## config.mk

```make
export PLATFORM = sky130hd
export DESIGN_NAME = rgb_to_hsv_converter_core
export DESIGN_NICKNAME = d
export VERILOG_FILES = /design/src/rtl/rgbhsv_pkg.sv /design/src/rtl/rgbhsv_front.sv /design/src/rtl/rgbhsv_queue.sv /design/src/rtl/rgbhsv_back.sv /design/src/rtl/rgb_to_hsv_converter_core.sv
export SDC_FILE = /design/constraint.sdc
export NUM_CORES = 1
export LEC_CHECK = 0
export BUFFER_PORTS_ARGS = -buffer_cell sky130_fd_sc_hd__buf_2
export CAP_MARGIN = 30
export CORE_MARGIN = 2
export CORE_UTILIZATION = 43
export DETAILED_ROUTE_END_ITERATION = 6
export RECOVER_POWER = 100
export SLEW_MARGIN = 20
export SYNTH_ARGS = -nofsm -noshare
export SYNTH_HDL_FRONTEND = slang
export SYNTH_SLANG_ARGS = --single-unit
```

## constraint.sdc

```tcl
create_clock -name i_clk -period 7.2 [get_ports i_clk]
set_clock_uncertainty 0.1 [all_clocks]
set_input_delay 1.44 -clock i_clk [delete_from_list [all_inputs] [get_ports i_clk]]
set_output_delay 1.44 -clock i_clk [all_outputs]
set_load 0.02 [all_outputs]
```

## src/rtl/rgbhsv_pkg.sv

```systemverilog
// Shared types and constants for the RGB to HSV converter.
// Used by rgbhsv_front, rgbhsv_queue, rgbhsv_back and the top level.
// No dependencies.
package rgbhsv_pkg;

    // Channel and result widths
    localparam int CH_W      = 8;
    localparam int HUE_W     = 16;
    // Hue numerator and 6*delta both stay below 2048
    localparam int NUM_W     = 11;
    // One quotient bit per divider stage
    localparam int SAT_STEPS = 8;
    localparam int HUE_STEPS = 16;

    // Which channel holds the maximum (ties: red, then green, then blue)
    typedef enum logic [2:0] {
        SEL_RED   = 3'b001,
        SEL_GREEN = 3'b010,
        SEL_BLUE  = 3'b100
    } t_max_sel;

    // Classified pixel, handed from the front through the queue to the back
    typedef struct packed {
        logic [CH_W-1:0] red;
        logic [CH_W-1:0] green;
        logic [CH_W-1:0] blue;
        logic [CH_W-1:0] vmax;
        logic [CH_W-1:0] delta;
        t_max_sel        sel;
    } t_cls;

    // Queue status seen by the front
    typedef struct packed {
        logic full;
        logic empty;
    } t_q_stat;

endpackage

```

## src/rtl/rgbhsv_front.sv

```systemverilog
// Front end of the RGB to HSV converter: accepts a pixel, finds max, min,
// delta and the winning channel, and pushes the classified pixel to the queue.
// Depends on rgbhsv_pkg.
module rgbhsv_front (
    input  logic                       i_clk,
    input  logic                       i_rst_n,
    input  logic                       i_start,
    input  logic [rgbhsv_pkg::CH_W-1:0] i_red,
    input  logic [rgbhsv_pkg::CH_W-1:0] i_green,
    input  logic [rgbhsv_pkg::CH_W-1:0] i_blue,
    input  rgbhsv_pkg::t_q_stat        i_q_stat,
    output logic                       o_busy,
    output logic                       o_push,
    output rgbhsv_pkg::t_cls           o_item
);

    logic                        r_valid;
    logic                        n_valid;
    rgbhsv_pkg::t_cls            r_item;
    rgbhsv_pkg::t_cls            n_item;
    logic                        w_accept;
    logic [rgbhsv_pkg::CH_W-1:0] w_min_rg;
    logic [rgbhsv_pkg::CH_W-1:0] w_min;

    // Hold the staged pixel while the queue is full
    assign o_push   = r_valid && !i_q_stat.full;
    assign o_busy   = r_valid && i_q_stat.full;
    assign w_accept = i_start && !o_busy;
    assign o_item   = r_item;

    // Classify: pick the maximum with red over green over blue on ties
    always_comb begin
        n_item       = r_item;
        n_item.red   = i_red;
        n_item.green = i_green;
        n_item.blue  = i_blue;
        if (i_red >= i_green && i_red >= i_blue) begin
            n_item.sel  = rgbhsv_pkg::SEL_RED;
            n_item.vmax = i_red;
        end else if (i_green >= i_blue) begin
            n_item.sel  = rgbhsv_pkg::SEL_GREEN;
            n_item.vmax = i_green;
        end else begin
            n_item.sel  = rgbhsv_pkg::SEL_BLUE;
            n_item.vmax = i_blue;
        end
        w_min_rg     = (i_red <= i_green) ? i_red : i_green;
        w_min        = (w_min_rg <= i_blue) ? w_min_rg : i_blue;
        n_item.delta = n_item.vmax - w_min;
    end

    // Advance the stage flag: load on transfer, drop when pushed
    always_comb begin
        if (w_accept) begin
            n_valid = 1'b1;
        end else if (o_push) begin
            n_valid = 1'b0;
        end else begin
            n_valid = r_valid;
        end
    end

    always_ff @(posedge i_clk) begin
        if (!i_rst_n) begin
            r_valid <= 1'b0;
        end else begin
            r_valid <= n_valid;
        end
    end

    always_ff @(posedge i_clk) begin
        if (w_accept) begin
            r_item <= n_item;
        end
    end

endmodule

```

## src/rtl/rgbhsv_queue.sv

```systemverilog
// Short FIFO between front and back of the RGB to HSV converter.
// The back drains one entry per cycle whenever the queue is not empty.
// Depends on rgbhsv_pkg.
module rgbhsv_queue #(
    parameter int DEPTH = 4
) (
    input  logic                i_clk,
    input  logic                i_rst_n,
    input  logic                i_push,
    input  rgbhsv_pkg::t_cls    i_item,
    output rgbhsv_pkg::t_q_stat o_stat,
    output logic                o_pop,
    output rgbhsv_pkg::t_cls    o_item
);

    localparam int PTR_W = $clog2(DEPTH);
    localparam int CNT_W = $clog2(DEPTH + 1);

    rgbhsv_pkg::t_cls r_mem [DEPTH];
    logic [PTR_W-1:0] r_wr_ptr;
    logic [PTR_W-1:0] r_rd_ptr;
    logic [CNT_W-1:0] r_count;
    logic [PTR_W-1:0] n_wr_ptr;
    logic [PTR_W-1:0] n_rd_ptr;
    logic [CNT_W-1:0] n_count;

    assign o_stat.full  = (r_count == CNT_W'(DEPTH));
    assign o_stat.empty = (r_count == '0);
    assign o_pop        = !o_stat.empty;
    assign o_item       = r_mem[r_rd_ptr];

    // Advance pointers with wrap at the last entry
    always_comb begin
        n_wr_ptr = r_wr_ptr;
        n_rd_ptr = r_rd_ptr;
        if (i_push) begin
            n_wr_ptr = (r_wr_ptr == PTR_W'(DEPTH - 1)) ? '0 : r_wr_ptr + 1'b1;
        end
        if (o_pop) begin
            n_rd_ptr = (r_rd_ptr == PTR_W'(DEPTH - 1)) ? '0 : r_rd_ptr + 1'b1;
        end
        unique case ({i_push, o_pop})
            2'b10:   n_count = r_count + 1'b1;
            2'b01:   n_count = r_count - 1'b1;
            default: n_count = r_count;
        endcase
    end

    always_ff @(posedge i_clk) begin
        if (!i_rst_n) begin
            r_wr_ptr <= '0;
            r_rd_ptr <= '0;
            r_count  <= '0;
        end else begin
            r_wr_ptr <= n_wr_ptr;
            r_rd_ptr <= n_rd_ptr;
            r_count  <= n_count;
        end
    end

    // Store the pushed entry
    always_ff @(posedge i_clk) begin
        if (i_push) begin
            r_mem[r_wr_ptr] <= i_item;
        end
    end

endmodule

```

## src/rtl/rgbhsv_back.sv

```systemverilog
// Back end of the RGB to HSV converter: forms the hue numerator and the
// saturation dividend, then runs two pipelined restoring dividers.
// Depends on rgbhsv_pkg.
module rgbhsv_back (
    input  logic                         i_clk,
    input  logic                         i_rst_n,
    input  logic                         i_valid,
    input  rgbhsv_pkg::t_cls             i_item,
    output logic                         o_valid,
    output logic [rgbhsv_pkg::HUE_W-1:0] o_hue,
    output logic [rgbhsv_pkg::CH_W-1:0]  o_sat,
    output logic [rgbhsv_pkg::CH_W-1:0]  o_val
);

    localparam int CW = rgbhsv_pkg::CH_W;
    localparam int NW = rgbhsv_pkg::NUM_W;
    localparam int HW = rgbhsv_pkg::HUE_W;
    localparam int NS = rgbhsv_pkg::HUE_STEPS;
    localparam int SS = rgbhsv_pkg::SAT_STEPS;

    // Stage registers, index 0 is the setup stage
    logic [NS:0]   r_vld;
    logic [NW-1:0] r_hrem [NS+1];
    logic [NW-1:0] r_hdiv [NS+1];
    logic [HW-1:0] r_hq   [NS+1];
    logic [CW-1:0] r_srem [NS+1];
    logic [CW-1:0] r_slo  [NS+1];
    logic [CW-1:0] r_sq   [NS+1];
    logic [CW-1:0] r_sdiv [NS+1];
    logic [NS:0]   r_gray;
    logic [CW-1:0] r_val  [NS+1];

    logic          r_out_valid;
    logic [HW-1:0] r_out_hue;
    logic [CW-1:0] r_out_sat;
    logic [CW-1:0] r_out_val;

    // Setup signals
    logic [NW:0]     w_d;
    logic [NW:0]     w_sixd;
    logic [NW:0]     w_num_raw;
    logic [NW:0]     w_num;
    logic [2*CW-1:0] w_sat_n;

    // Build hue numerator (two's complement, wrapped by 6*delta)
    always_comb begin
        w_d    = (NW+1)'(i_item.delta);
        w_sixd = (w_d << 2) + (w_d << 1);
        unique case (i_item.sel)
            rgbhsv_pkg::SEL_RED:
                w_num_raw = (NW+1)'(i_item.green) - (NW+1)'(i_item.blue);
            rgbhsv_pkg::SEL_GREEN:
                w_num_raw = (w_d << 1) + (NW+1)'(i_item.blue) - (NW+1)'(i_item.red);
            rgbhsv_pkg::SEL_BLUE:
                w_num_raw = (w_d << 2) + (NW+1)'(i_item.red) - (NW+1)'(i_item.green);
            default:
                w_num_raw = '0;
        endcase
        w_num   = w_num_raw[NW] ? w_num_raw + w_sixd : w_num_raw;
        // delta*255 as (delta << 8) - delta
        w_sat_n = {i_item.delta, {CW{1'b0}}} - (2*CW)'(i_item.delta);
    end

    always_ff @(posedge i_clk) begin
        if (!i_rst_n) begin
            r_vld[0] <= 1'b0;
        end else begin
            r_vld[0] <= i_valid;
        end
    end

    // Load the setup stage
    always_ff @(posedge i_clk) begin
        r_hrem[0] <= w_num[NW-1:0];
        r_hdiv[0] <= w_sixd[NW-1:0];
        r_hq[0]   <= '0;
        r_srem[0] <= w_sat_n[2*CW-1:CW];
        r_slo[0]  <= w_sat_n[CW-1:0];
        r_sq[0]   <= '0;
        r_sdiv[0] <= i_item.vmax;
        r_gray[0] <= (i_item.delta == '0);
        r_val[0]  <= i_item.vmax;
    end

    // One quotient bit of the hue divider per stage, and of the saturation divider in the first SAT_STEPS stages
    for (genvar k = 0; k < NS; k++) begin : g_stage
        logic [NW:0]   w_hrem2;
        logic          w_hge;
        logic [NW-1:0] n_hrem;
        logic [HW-1:0] n_hq;
        logic [CW-1:0] n_srem;
        logic [CW-1:0] n_slo;
        logic [CW-1:0] n_sq;

        assign w_hrem2 = {r_hrem[k], 1'b0};
        assign w_hge   = (w_hrem2 >= {1'b0, r_hdiv[k]});
        assign n_hrem  = w_hge ? NW'(w_hrem2 - {1'b0, r_hdiv[k]}) : w_hrem2[NW-1:0];
        assign n_hq    = {r_hq[k][HW-2:0], w_hge};

        if (k < SS) begin : g_sat
            logic [CW:0] w_srem2;
            logic        w_sge;
            assign w_srem2 = {r_srem[k], r_slo[k][CW-1]};
            assign w_sge   = (w_srem2 >= {1'b0, r_sdiv[k]});
            assign n_srem  = w_sge ? CW'(w_srem2 - {1'b0, r_sdiv[k]}) : w_srem2[CW-1:0];
            assign n_slo   = {r_slo[k][CW-2:0], 1'b0};
            assign n_sq    = {r_sq[k][CW-2:0], w_sge};
        end else begin : g_sat_done
            assign n_srem = r_srem[k];
            assign n_slo  = r_slo[k];
            assign n_sq   = r_sq[k];
        end

        always_ff @(posedge i_clk) begin
            if (!i_rst_n) begin
                r_vld[k+1] <= 1'b0;
            end else begin
                r_vld[k+1] <= r_vld[k];
            end
        end

        always_ff @(posedge i_clk) begin
            r_hrem[k+1] <= n_hrem;
            r_hdiv[k+1] <= r_hdiv[k];
            r_hq[k+1]   <= n_hq;
            r_srem[k+1] <= n_srem;
            r_slo[k+1]  <= n_slo;
            r_sq[k+1]   <= n_sq;
            r_sdiv[k+1] <= r_sdiv[k];
            r_gray[k+1] <= r_gray[k];
            r_val[k+1]  <= r_val[k];
        end
    end

    // Output register; grey and black pixels give zero hue and saturation
    always_ff @(posedge i_clk) begin
        if (!i_rst_n) begin
            r_out_valid <= 1'b0;
        end else begin
            r_out_valid <= r_vld[NS];
        end
    end

    always_ff @(posedge i_clk) begin
        r_out_hue <= r_gray[NS] ? '0 : r_hq[NS];
        r_out_sat <= r_gray[NS] ? '0 : r_sq[NS];
        r_out_val <= r_val[NS];
    end

    assign o_valid = r_out_valid;
    assign o_hue   = r_out_hue;
    assign o_sat   = r_out_sat;
    assign o_val   = r_out_val;

endmodule

```

## src/rtl/rgb_to_hsv_converter_core.sv

```systemverilog
// RGB to HSV converter, top level.
// Uses rgbhsv_pkg, rgbhsv_front, rgbhsv_queue and rgbhsv_back.
//
// Usage:
//   Drive i_red_in, i_green_in, i_blue_in and raise start. A pixel transfers
//   at a rising edge where start is high and busy is low.
//   Each result appears on o_hue_out, o_saturation_out and o_value_out for
//   exactly one cycle, marked by o_result_valid; the receiver must take it
//   then, there is no backpressure on the result side.
// Throughput: one pixel per clock. The back end is a 16-stage divider
//   pipeline (one hue quotient bit per stage, saturation in the first 8)
//   that takes a new entry every cycle, so the queue never fills and busy
//   stays low in normal operation.
// Path: a pixel passes through the front register, the queue, the setup stage,
//   16 divider stages and the output register before its result appears.
// Reset (i_rst_n low, synchronous): empties the queue and clears all valid
//   flags; pixels in flight are dropped and no result is issued.
// Hue is a fraction of a turn times 65536; saturation is delta*255/max
//   floored; value is the largest channel.
module rgb_to_hsv_converter_core #(
    parameter int QUEUE_DEPTH = 4
) (
    input  logic                         i_clk,
    input  logic                         i_rst_n,
    input  logic                         start,
    output logic                         busy,
    input  logic [rgbhsv_pkg::CH_W-1:0]  i_red_in,
    input  logic [rgbhsv_pkg::CH_W-1:0]  i_green_in,
    input  logic [rgbhsv_pkg::CH_W-1:0]  i_blue_in,
    output logic                         o_result_valid,
    output logic [rgbhsv_pkg::HUE_W-1:0] o_hue_out,
    output logic [rgbhsv_pkg::CH_W-1:0]  o_saturation_out,
    output logic [rgbhsv_pkg::CH_W-1:0]  o_value_out
);

    rgbhsv_pkg::t_q_stat w_q_stat;
    rgbhsv_pkg::t_cls    w_front_item;
    rgbhsv_pkg::t_cls    w_back_item;
    logic                w_push;
    logic                w_pop;

    // Accept and classify pixels
    rgbhsv_front u_front (
        .i_clk    (i_clk),
        .i_rst_n  (i_rst_n),
        .i_start  (start),
        .i_red    (i_red_in),
        .i_green  (i_green_in),
        .i_blue   (i_blue_in),
        .i_q_stat (w_q_stat),
        .o_busy   (busy),
        .o_push   (w_push),
        .o_item   (w_front_item)
    );

    // Decouple front and back
    rgbhsv_queue #(
        .DEPTH (QUEUE_DEPTH)
    ) u_queue (
        .i_clk   (i_clk),
        .i_rst_n (i_rst_n),
        .i_push  (w_push),
        .i_item  (w_front_item),
        .o_stat  (w_q_stat),
        .o_pop   (w_pop),
        .o_item  (w_back_item)
    );

    // Compute hue and saturation
    rgbhsv_back u_back (
        .i_clk   (i_clk),
        .i_rst_n (i_rst_n),
        .i_valid (w_pop),
        .i_item  (w_back_item),
        .o_valid (o_result_valid),
        .o_hue   (o_hue_out),
        .o_sat   (o_saturation_out),
        .o_val   (o_value_out)
    );

    // The back drains every cycle, so the queue never backs up
    a_never_busy: assert property (@(posedge i_clk) disable iff (!i_rst_n)
        !busy)
        else $error("queue backed up into the front");

    // Zero saturation only for grey pixels, which carry zero hue
    a_grey_hue: assert property (@(posedge i_clk) disable iff (!i_rst_n)
        o_result_valid && (o_saturation_out == '0) |-> (o_hue_out == '0))
        else $error("grey pixel with nonzero hue");

    // Nonzero saturation needs a nonzero maximum
    a_sat_val: assert property (@(posedge i_clk) disable iff (!i_rst_n)
        o_result_valid && (o_saturation_out != '0) |-> (o_value_out != '0))
        else $error("saturation without value");

    // No result right after a reset cycle
    a_reset_quiet: assert property (@(posedge i_clk)
        !i_rst_n |=> !o_result_valid)
        else $error("result issued after reset");

endmodule
```

==> results of run 1 <==
-- through the flow --
step | util (%) | std cells | setup WS [ps] | hold slack [ps]
2_1_floorplan | - | 3344 | 1270 | 210
3_3_place_gp | 45.2 | 4646 | 961 | 210
3_5_place_dp | 45.2 | 4647 | 952 | 212
4_1_cts | 49.0 | 4843 | 1630 | 216
5_1_grt | 48.8 | 4848 | 762 | 221
6_report | 48.8 | 4848 | 1180 | 215
-- path summary, 6_finish.rpt --
path                                startpoint                            end  slack [ps]  cells past startpoint
hold reg to reg   u_back.r_sdiv[0][99]$_DFF_P_  u_back.r_sdiv[0][107]$_DFF_P_         220                      0
hold / removal    u_back.r_sdiv[0][99]$_DFF_P_  u_back.r_sdiv[0][107]$_DFF_P_         220                      0
setup reg to reg                      register   u_back.r_hrem[0][10]$_DFF_P_        1410                     21
setup / recovery                 i_green_in[1]   u_front.o_item[10]$_DFFE_PP_        1180                     26
-- registers in the layout, indices dropped and copies added, names as in the netlist, 35 cells and up, named ones only --
signal,count
u_back.r_sq,100
u_back.r_slo,35
u_back.r_hdiv,146
u_front.o_item,43
u_back.r_hq,136
u_back.r_srem,64
u_back.r_sdiv,128
u_back.r_hrem,161
u_queue.r_mem,172
-- layout make-up --
cell class	instances	area [µm²]
Clock buffer	138	2920
Timing Repair Buffer	78	322
Clock inverter	58	683
Fill cell	8395	48400
Inverter	389	1460
Sequential cell	1070	23600
Multi-Input combinational cell	1850	15600
Tap cell	1265	1580
-- synth_stat cells (all sizes together) (7+ instances only) --
cell,n
a211o,15
a211oi,31
a21boi,31
a21o,86
a21oi,108
a221oi,15
and2,22
buf,26
clkbuf,9
dfxtp,855
edfxtp,215
fa,31
ha,331
inv,389
mux2,150
mux2i,47
mux4,43
nand2,83
nand2b,38
nand3,7
nand4,51
nor2,156
nor2b,121
nor3,43
nor4,8
o21a,45
o21ai,153
xnor2,125
xor2,53
-- routing by layer --
metal  vias up  wire length [µm]  GRT usage (%)
met5         -                 0              0
met4         0              1550           4.95
met3       104              2470           2.57
met2       290             33300           24.8
met1     10634             33500           18.8
li1      11791                 -              -
-- cells by family (layout without fill, tap and decap cells) --
group	count (synthesis)	count (layout)
xor gates and xnor gates	178	178
muxes	240	240
DFF	1070	1070
AOI/OAI and AO/OA	528	528
and+or+nand+nor	542	542
buffers and inverters	424	663
adders and majority gates	362	362
==> metrics.md, run 1 <==
| Metric | Value |
|---|---|
| Nets | `3885` |
| CP endpoint kind | `register` |
| Post-synthesis compound-gate area fraction | `8.39%` |
| Via Count | `22819` |
| Skew-Pair Late Insertion Delay | `690 ps` |
| Unrepaired setup endpoints after global routing | `false` |
| Num rows | `113` |
| Dpl cell area | `42700 µm²` |
| Largest net degree at the start of global routing | `44` |
| Startpoint types | `input port` |
| Routed vias/inst | `4.71` |
| Crit-path slowest cell | `clkbuf_1` |
| Max Buffers Root-to-Sink | `3` |
| Post-synth top area cell | `dfxtp_1` |
| Post-synth top area share | `41.9%` |
| Status | `complete, but fails checks` |
| First-pass GRT wire length | `116000 µm` |
| MaxCap Viol Count | `6` |
| Post-Syn Instances | `3344` |
| CTS Buf Count | `107` |
| Slew headroom | `-88.7%` |
| Ys async rst share | `0%` |
| P&R area growth vs syn | `12.9%` |
| Drt total wl | `70800 µm` |
| Clk slew on worst S/H paths | `70 ps` |
| Initial antenna violation count | `0` |
| Die height | `312 µm` |
| Final Critical Period | `6020 ps` |
| CP Buf/Inv Count | `4` |
| Arrival time worst endpoint | `6340 ps` |
| Worst EP required | `7520 ps` |
| Die footprint | `97600 µm²` |
| Fmax | `166 MHz` |
| Diodes inserted | `0` |
| GRT Total Usage | `14.6%` |
| Worst Tran Pin Value | `2830 ps` |
| Grt ovf | `0` |
| CTS tree | `done` |
| Initial DRC Count | `1229` |
| EDFF count, synth | `215` |
| DRT antenna net count | `0` |
| CP Max Fanout | `15` |
| Max stage delay on crit path | `470 ps` |
| Worst min-delay path class | `reg2reg` |
| Mux share of post-synthesis cell area | `7.70%` |
| # DRC | `0` |
| Commonest non-fill, non-tap cells in the layout | `854 x dfxtp_1, 389 x inv_1, 331 x ha_1` |
| Post-CTS sizing | `0` |
| Area of the mapped netlist | `40900 µm²` |
| Main flop type after synthesis | `dfxtp_1` |
| Synth Register Bits | `1070` |
| Average size of a mapped cell | `12.2 µm²` |
| Drt wl/cell | `14.6 µm` |
| Setup Fix Bufs, Post-CTS | `0` |
| # setup viols final | `0` |
| DRT Pass-1 Iters | `5` |
| Vias in the first global route | `23114` |
| Placer Congestion | `0.831` |
| Detailed Place HPWL | `50900 µm` |
| Area contributors post-synth | `dfxtp_1 42%, edfxtp_1 16%, ha_1 10%, mux2_2 4.0%, inv_1 3.6%` |
| Clock root buffer | `clkbuf_16` |
| Synth warn | `0` |
| H-Tree Depth | `3` |
| Failing checks | `max-capacitance violations, max-slew violations` |
| Starting Density | `43.2%` |
| Most common cell after layout, fill and taps aside | `dfxtp_1` |
| Core area | `94600 µm²` |
| Largest family of logic cells by synthesized area | `adder cells` |
| Post-Synth Adder-Cell Area | `11.6%` |
| Hold Fails Final Rpt | `0` |
| Xor and xnor area share after synthesis | `3.86%` |
| WS Path Type | `in2reg` |
| Tcrit/Tclk final | `83.5%` |
| Input/output buffers | `60` |
| Post-synthesis sequential area ratio | `57.6%` |
| Layout cell share with drive strength beyond 1 | `10.3%` |
| Syn nets | `3733` |
| Die Wd | `312 µm` |
| Io pins | `61` |
| Pins Over Slew Limit | `237` |
| Delay-heaviest family, CP | `compound AO/OA/AOI/OAI gates` |
| Hold buffers post-CTS | `0` |
| Design area | `46200 µm²` |
| Simple-gate share of the synthesized area | `6.76%` |
| TritonCTS Sinks | `1070` |
| Count of cell types in the netlist | `68` |
| Setup tns final | `0 ps` |
Power of run 1 is left out: the tool's default activity adds up to more than one toggle a clock period on the data nets, which glitch-free logic cannot reach.
==> inputs of run 2 (changes only) <==
==> constraint.sdc (replaced) <==
create_clock -name i_clk -period 4.9 [get_ports i_clk]
set_clock_uncertainty 0.1 [all_clocks]
set_input_delay 0.98 -clock i_clk [delete_from_list [all_inputs] [get_ports i_clk]]
set_output_delay 0.98 -clock i_clk [all_outputs]
set_load 0.02 [all_outputs]
==> metrics.md, run 2 (synthesized netlist as in run 1, its figures left out) <==
| Metric | Value |
|---|---|
| Status | `complete, but fails checks` |
| Failing checks | `max-capacitance violations, max-slew violations` |
| Drt wl/cell | `14.4 µm` |
| R2R cell count | `21` |
| Hold buffers post-CTS | `0` |
| Crit path cell chain | `buf_6, mux4_2, ha_4, inv_1, fa_2, inv_1, ha_1, o21a_1, o31a_1, o31ai_4, buf_4, a21oi_2, buf_4, or3_1, a22o_1, or2_1, ha_4, a21oi_2, xnor2_1, nand2b_1, xor2_1` |
| Area of the multi-input gates | `15800 µm²` |
| Arrival time worst endpoint | `5220 ps` |
| Largest net degree at the start of global routing | `44` |
| DRT Pass-1 Iters | `4` |
| # DRC | `0` |
| H-Tree Depth | `3` |
| Commonest non-fill, non-tap cells in the layout | `853 x dfxtp_1, 387 x inv_1, 323 x ha_1` |
| CP endpoint kind | `register` |
| Clock root buffer | `clkbuf_16` |
| CP Max Fanout | `5` |
| Delay-heaviest family, CP | `adder cells` |
| Dpl cell area | `43400 µm²` |
| Most flop-heavy register | `u_queue.r_mem` |
| Vias in the first global route | `23250` |
| MaxCap Viol Count | `6` |
| Max FFs per register | `172` |
| Startpoint types | `register` |
| # setup viols final | `0` |
| Largest registers | `u_queue.r_mem x172, u_back.r_hrem x161, u_back.r_hdiv x146` |
| GRT Total Usage | `14.6%` |
| Crit-path slowest cell | `mux4_2` |
| Worst Tran Pin Value | `2570 ps` |
| WS Path Type | `reg2reg` |
| Detailed Place HPWL | `51900 µm` |
| Tcrit/Tclk final | `97.0%` |
| CTS tree | `done` |
| Worst Hold Depth | `0` |
| CTS Buf Count | `107` |
| Hold_ws | `199 ps` |
| Initial DRC Count | `1078` |
| Die height | `312 µm` |
| Stages on worst setup path | `21` |
| Core area | `94600 µm²` |
| Slew headroom | `-71.5%` |
| TritonCTS Sinks | `1070` |
| Hold Fails Final Rpt | `0` |
| DRT antenna net count | `0` |
| Io pins | `61` |
| Grt ovf | `0` |
| Nets | `3986` |
| Worst min-delay path class | `reg2reg` |
| Final Critical Period | `4750 ps` |
| Fmax | `210 MHz` |
| Clk slew on worst S/H paths | `60 ps` |
| Max Buffers Root-to-Sink | `3` |
| Die Wd | `312 µm` |
| Seq. cell area | `23600 µm²` |
| Skew-Pair Late Insertion Delay | `690 ps` |
| Unrepaired setup endpoints after global routing | `true` |
| Die footprint | `97600 µm²` |
| Num rows | `113` |
| Drt total wl | `71400 µm` |
| Worst EP required | `5360 ps` |
| Initial antenna violation count | `0` |
| Max stage delay on crit path | `560 ps` |
| Most common cell after layout, fill and taps aside | `dfxtp_1` |
| Fillers | `8367` |
| Routed vias/inst | `4.69` |
| Layout cell share with drive strength beyond 1 | `13.6%` |
| P&R area growth vs syn | `15.5%` |
| Design area | `47200 µm²` |
| First-pass GRT wire length | `117000 µm` |
| Via Count | `23232` |
| Pins Over Slew Limit | `188` |
| Diodes inserted | `0` |
| Input/output buffers | `60` |
| Starting Density | `43.2%` |
| Placer Congestion | `0.827` |
| CP Buf/Inv Count | `5` |
-- run 2: per-stage QoR --
| step | worst slack (ps) | std cells | setup TNS [ps] | util [%] |
|---|---|---|---|---|
| after global routing | -67.6 | 4954 | -67.6 | 49.9 |
| final | 147 | 4954 | 0 | 49.9 |
| after detailed placement | -349 | 4734 | -995 | 45.9 |
| after floorplan | -88.9 | 3344 | -88.9 | - |
| after CTS | 5.46 | 4936 | 0 | 49.9 |
| after global placement | -280 | 4732 | -691 | 45.9 |
-- run 2: layout make-up --
cell class              instances  area share [%]
clock buffers                 144            6.35
clock inverters                57            1.66
inverters                     389            3.10
multi-input cells            1850            33.5
flip-flops and latches       1070            49.9
well taps                    1265            3.35
repair buffers                179            2.15
-- run 2: worst paths after layout --
kind                              startpoint                            to  slack, ps
setup reg to reg                    register  u_back.r_hrem[0][10]$_DFF_P_        150
hold reg to reg   u_back.r_slo[0][5]$_DFF_P_   u_back.r_slo[0][14]$_DFF_P_        200
hold / removal    u_back.r_slo[0][5]$_DFF_P_   u_back.r_slo[0][14]$_DFF_P_        200
setup / recovery                    register  u_back.r_hrem[0][10]$_DFF_P_        150
-- run 2: worst register-to-register path: stages (launching register included) --
cell and delay (ps):
dfxtp_4 390, buf_6 140, mux4_2 560, ha_4 190, inv_1 60, fa_2 420
inv_1 70, ha_1 240, o21a_1 170, o31a_1 160, o31ai_4 280, buf_4 160
a21oi_2 60, buf_4 140, or3_1 350, a22o_1 210, or2_1 240, ha_4 230
a21oi_2 120, xnor2_1 120, nand2b_1 80, xor2_1 150
-- run 2: per-layer routing --
layer  wire (µm)  up-vias  track usage (%)
li1            -    11988                -
met1       33200    10825             18.7
met2       33900      320             24.9
met3        2850       99             2.59
met4        1480        0             4.97
met5           0        -                0
-- run 2: what timing repair did --
item / in CTS / in global routing
pin swaps: 0 / 4
setup endpoints to repair: 1 / 3
cloned: 0 / 0
setup buffers: 1 / 12
resized for setup: 3 / 33
Power of run 2 is left out for the same reason.
==> inputs of run 3 (changes only) <==
==> constraint.sdc (replaced) <==
create_clock -name i_clk -period 4.05 [get_ports i_clk]
set_clock_uncertainty 0.1 [all_clocks]
set_input_delay 0.81 -clock i_clk [delete_from_list [all_inputs] [get_ports i_clk]]
set_output_delay 0.81 -clock i_clk [all_outputs]
set_load 0.02 [all_outputs]
==> metrics.md, run 3 (synthesized netlist as in run 1, its figures left out) <==
| Metric | Value |
|---|---|
| Status | `complete, but fails checks` |
| Failing checks | `max-capacitance violations, max-slew violations, negative setup slack` |
| DRT antenna net count | `0` |
| # setup viols final | `11` |
| DRT Pass-1 Iters | `5` |
| Startpoint types | `register` |
| Metal-1 WL | `32900 µm` |
| Tcrit/Tclk final | `116%` |
| Initial DRC Count | `1123` |
| Most flop-heavy register | `u_queue.r_mem` |
| Crit path cell chain | `buf_12, mux4_2, ha_4, a211oi_2, nor2_1, buf_4, o21a_1, nor2_2, xnor2_1, ha_1, o21ai_2, a21oi_2, or3_1, a22o_1, or2_1, ha_4, a21oi_2, xnor2_1, nand2b_1, xor2_1` |
| Placer Congestion | `0.830` |
| Io pins | `61` |
| Layout cell share with drive strength beyond 1 | `18.2%` |
| Drt wl/cell | `14.4 µm` |
| Skew-Pair Late Insertion Delay | `680 ps` |
| Num rows | `113` |
| Routed vias/inst | `4.67` |
| Die Wd | `312 µm` |
| Die height | `312 µm` |
| CTS Buf Count | `106` |
| Input/output buffers | `60` |
| Vias in the first global route | `24318` |
| Commonest non-fill, non-tap cells in the layout | `854 x dfxtp_1, 385 x inv_1, 309 x ha_1` |
| Hold Fails Final Rpt | `0` |
| CP Buf/Inv Count | `2` |
| Grt ovf | `0` |
| # DRC | `0` |
| Worst Tran Pin Value | `2390 ps` |
| Nets | `4120` |
| Fmax | `214 MHz` |
| Unrepaired setup endpoints after global routing | `true` |
| Slew headroom | `-59.4%` |
| Max Buffers Root-to-Sink | `3` |
| Max Used Layer | `met4` |
| Drt total wl | `73000 µm` |
| Crit-path slowest cell | `mux4_2` |
| CTS tree | `done` |
| Met3 WL | `2580 µm` |
| Delay-heaviest family, CP | `compound AO/OA/AOI/OAI gates` |
| MaxCap Viol Count | `5` |
| H-Tree Depth | `3` |
| Die footprint | `97600 µm²` |
| Starting Density | `43.2%` |
| CP Max Fanout | `6` |
| GRT Total Usage | `15.2%` |
| Max FFs per register | `172` |
| Arrival time worst endpoint | `5150 ps` |
| Clk slew on worst S/H paths | `60 ps` |
| Hold_ws | `215 ps` |
| P&R area growth vs syn | `19.4%` |
| Clock root buffer | `clkbuf_16` |
| Pins Over Slew Limit | `145` |
| Initial antenna violation count | `0` |
| Largest registers | `u_queue.r_mem x172, u_back.r_hrem x161, u_back.r_hdiv x146` |
| WL met2 | `35300 µm` |
| First-pass GRT wire length | `121000 µm` |
| Core area | `94600 µm²` |
| Core Util, Final | `51.6%` |
| Most common cell after layout, fill and taps aside | `dfxtp_1` |
| Hold buffers post-CTS | `0` |
| Largest net degree at the start of global routing | `30` |
| TritonCTS Sinks | `1070` |
| CP endpoint kind | `register` |
| Detailed Place HPWL | `53700 µm` |
| Worst EP required | `4510 ps` |
| WS Path Type | `reg2reg` |
| Worst setup margin | `-634 ps` |
| Max stage delay on crit path | `600 ps` |
| Via Count | `23762` |
| Final Critical Period | `4680 ps` |
| Pre-CTS WS | `-1000 ps` |
| Worst min-delay path class | `reg2reg` |
run 3: cell count changes in the layout (fill, tap and decap cells not counted), sizes merged:
cell,before,now
clkinv,27,36
clkinvlp,11,5
a21oi,108,109
diode,0,1
clkbuf,225,228
bufinv,13,22
buf,98,215
run 3: worst paths after layout:
kind                                                start                      endpoint  slack, ps  cells past startpoint
worst max-delay path                             register  u_back.r_hrem[0][10]$_DFF_P_       -630                     20
worst min-delay path            u_back.r_sq[9][0]$_DFF_P_    u_back.r_sq[10][0]$_DFF_P_        210                      0
worst max register to register                   register  u_back.r_hrem[0][10]$_DFF_P_       -630                     20
worst min register to register  u_back.r_sq[9][0]$_DFF_P_    u_back.r_sq[10][0]$_DFF_P_        210                      0
run 3: metrics by stage:
stage	std cells	TNS [ps]	cell area [µm²]
2_1_floorplan	3344	-4460	41100
3_3_place_gp	4858	-8060	44500
3_5_place_dp	4858	-9110	44500
4_1_cts	5082	-2710	48900
5_1_grt	5087	-6010	48800
6_report	5088	-3410	48800
run 3: cell type report:
type                    count  area, µm²
clock buffers             130       2890
diodes                      1       2.50
clock inverters            69       1020
flip-flops and latches   1070      23600
fillers                  8160      45800
well taps                1265       1580
multi-input cells        1851      16200
repair buffers            313       2080
inverters                 389       1470
run 3: timing repair:
item / in CTS / in global routing
cloned: 3 / 0
pin swaps: 52 / 37
gates resized for setup: 75 / 36
endpoints found under the setup margin: 13 / 15
setup buffers: 24 / 8
run 3: routing by layer:
metal | vias up | GRT usage (%)
li1 | 12284 | -
met1 | 11020 | 18.9
met2 | 319 | 26.3
met3 | 139 | 2.53
met4 | 0 | 5.90
met5 | - | 0
Power of run 3 is left out for the same reason.
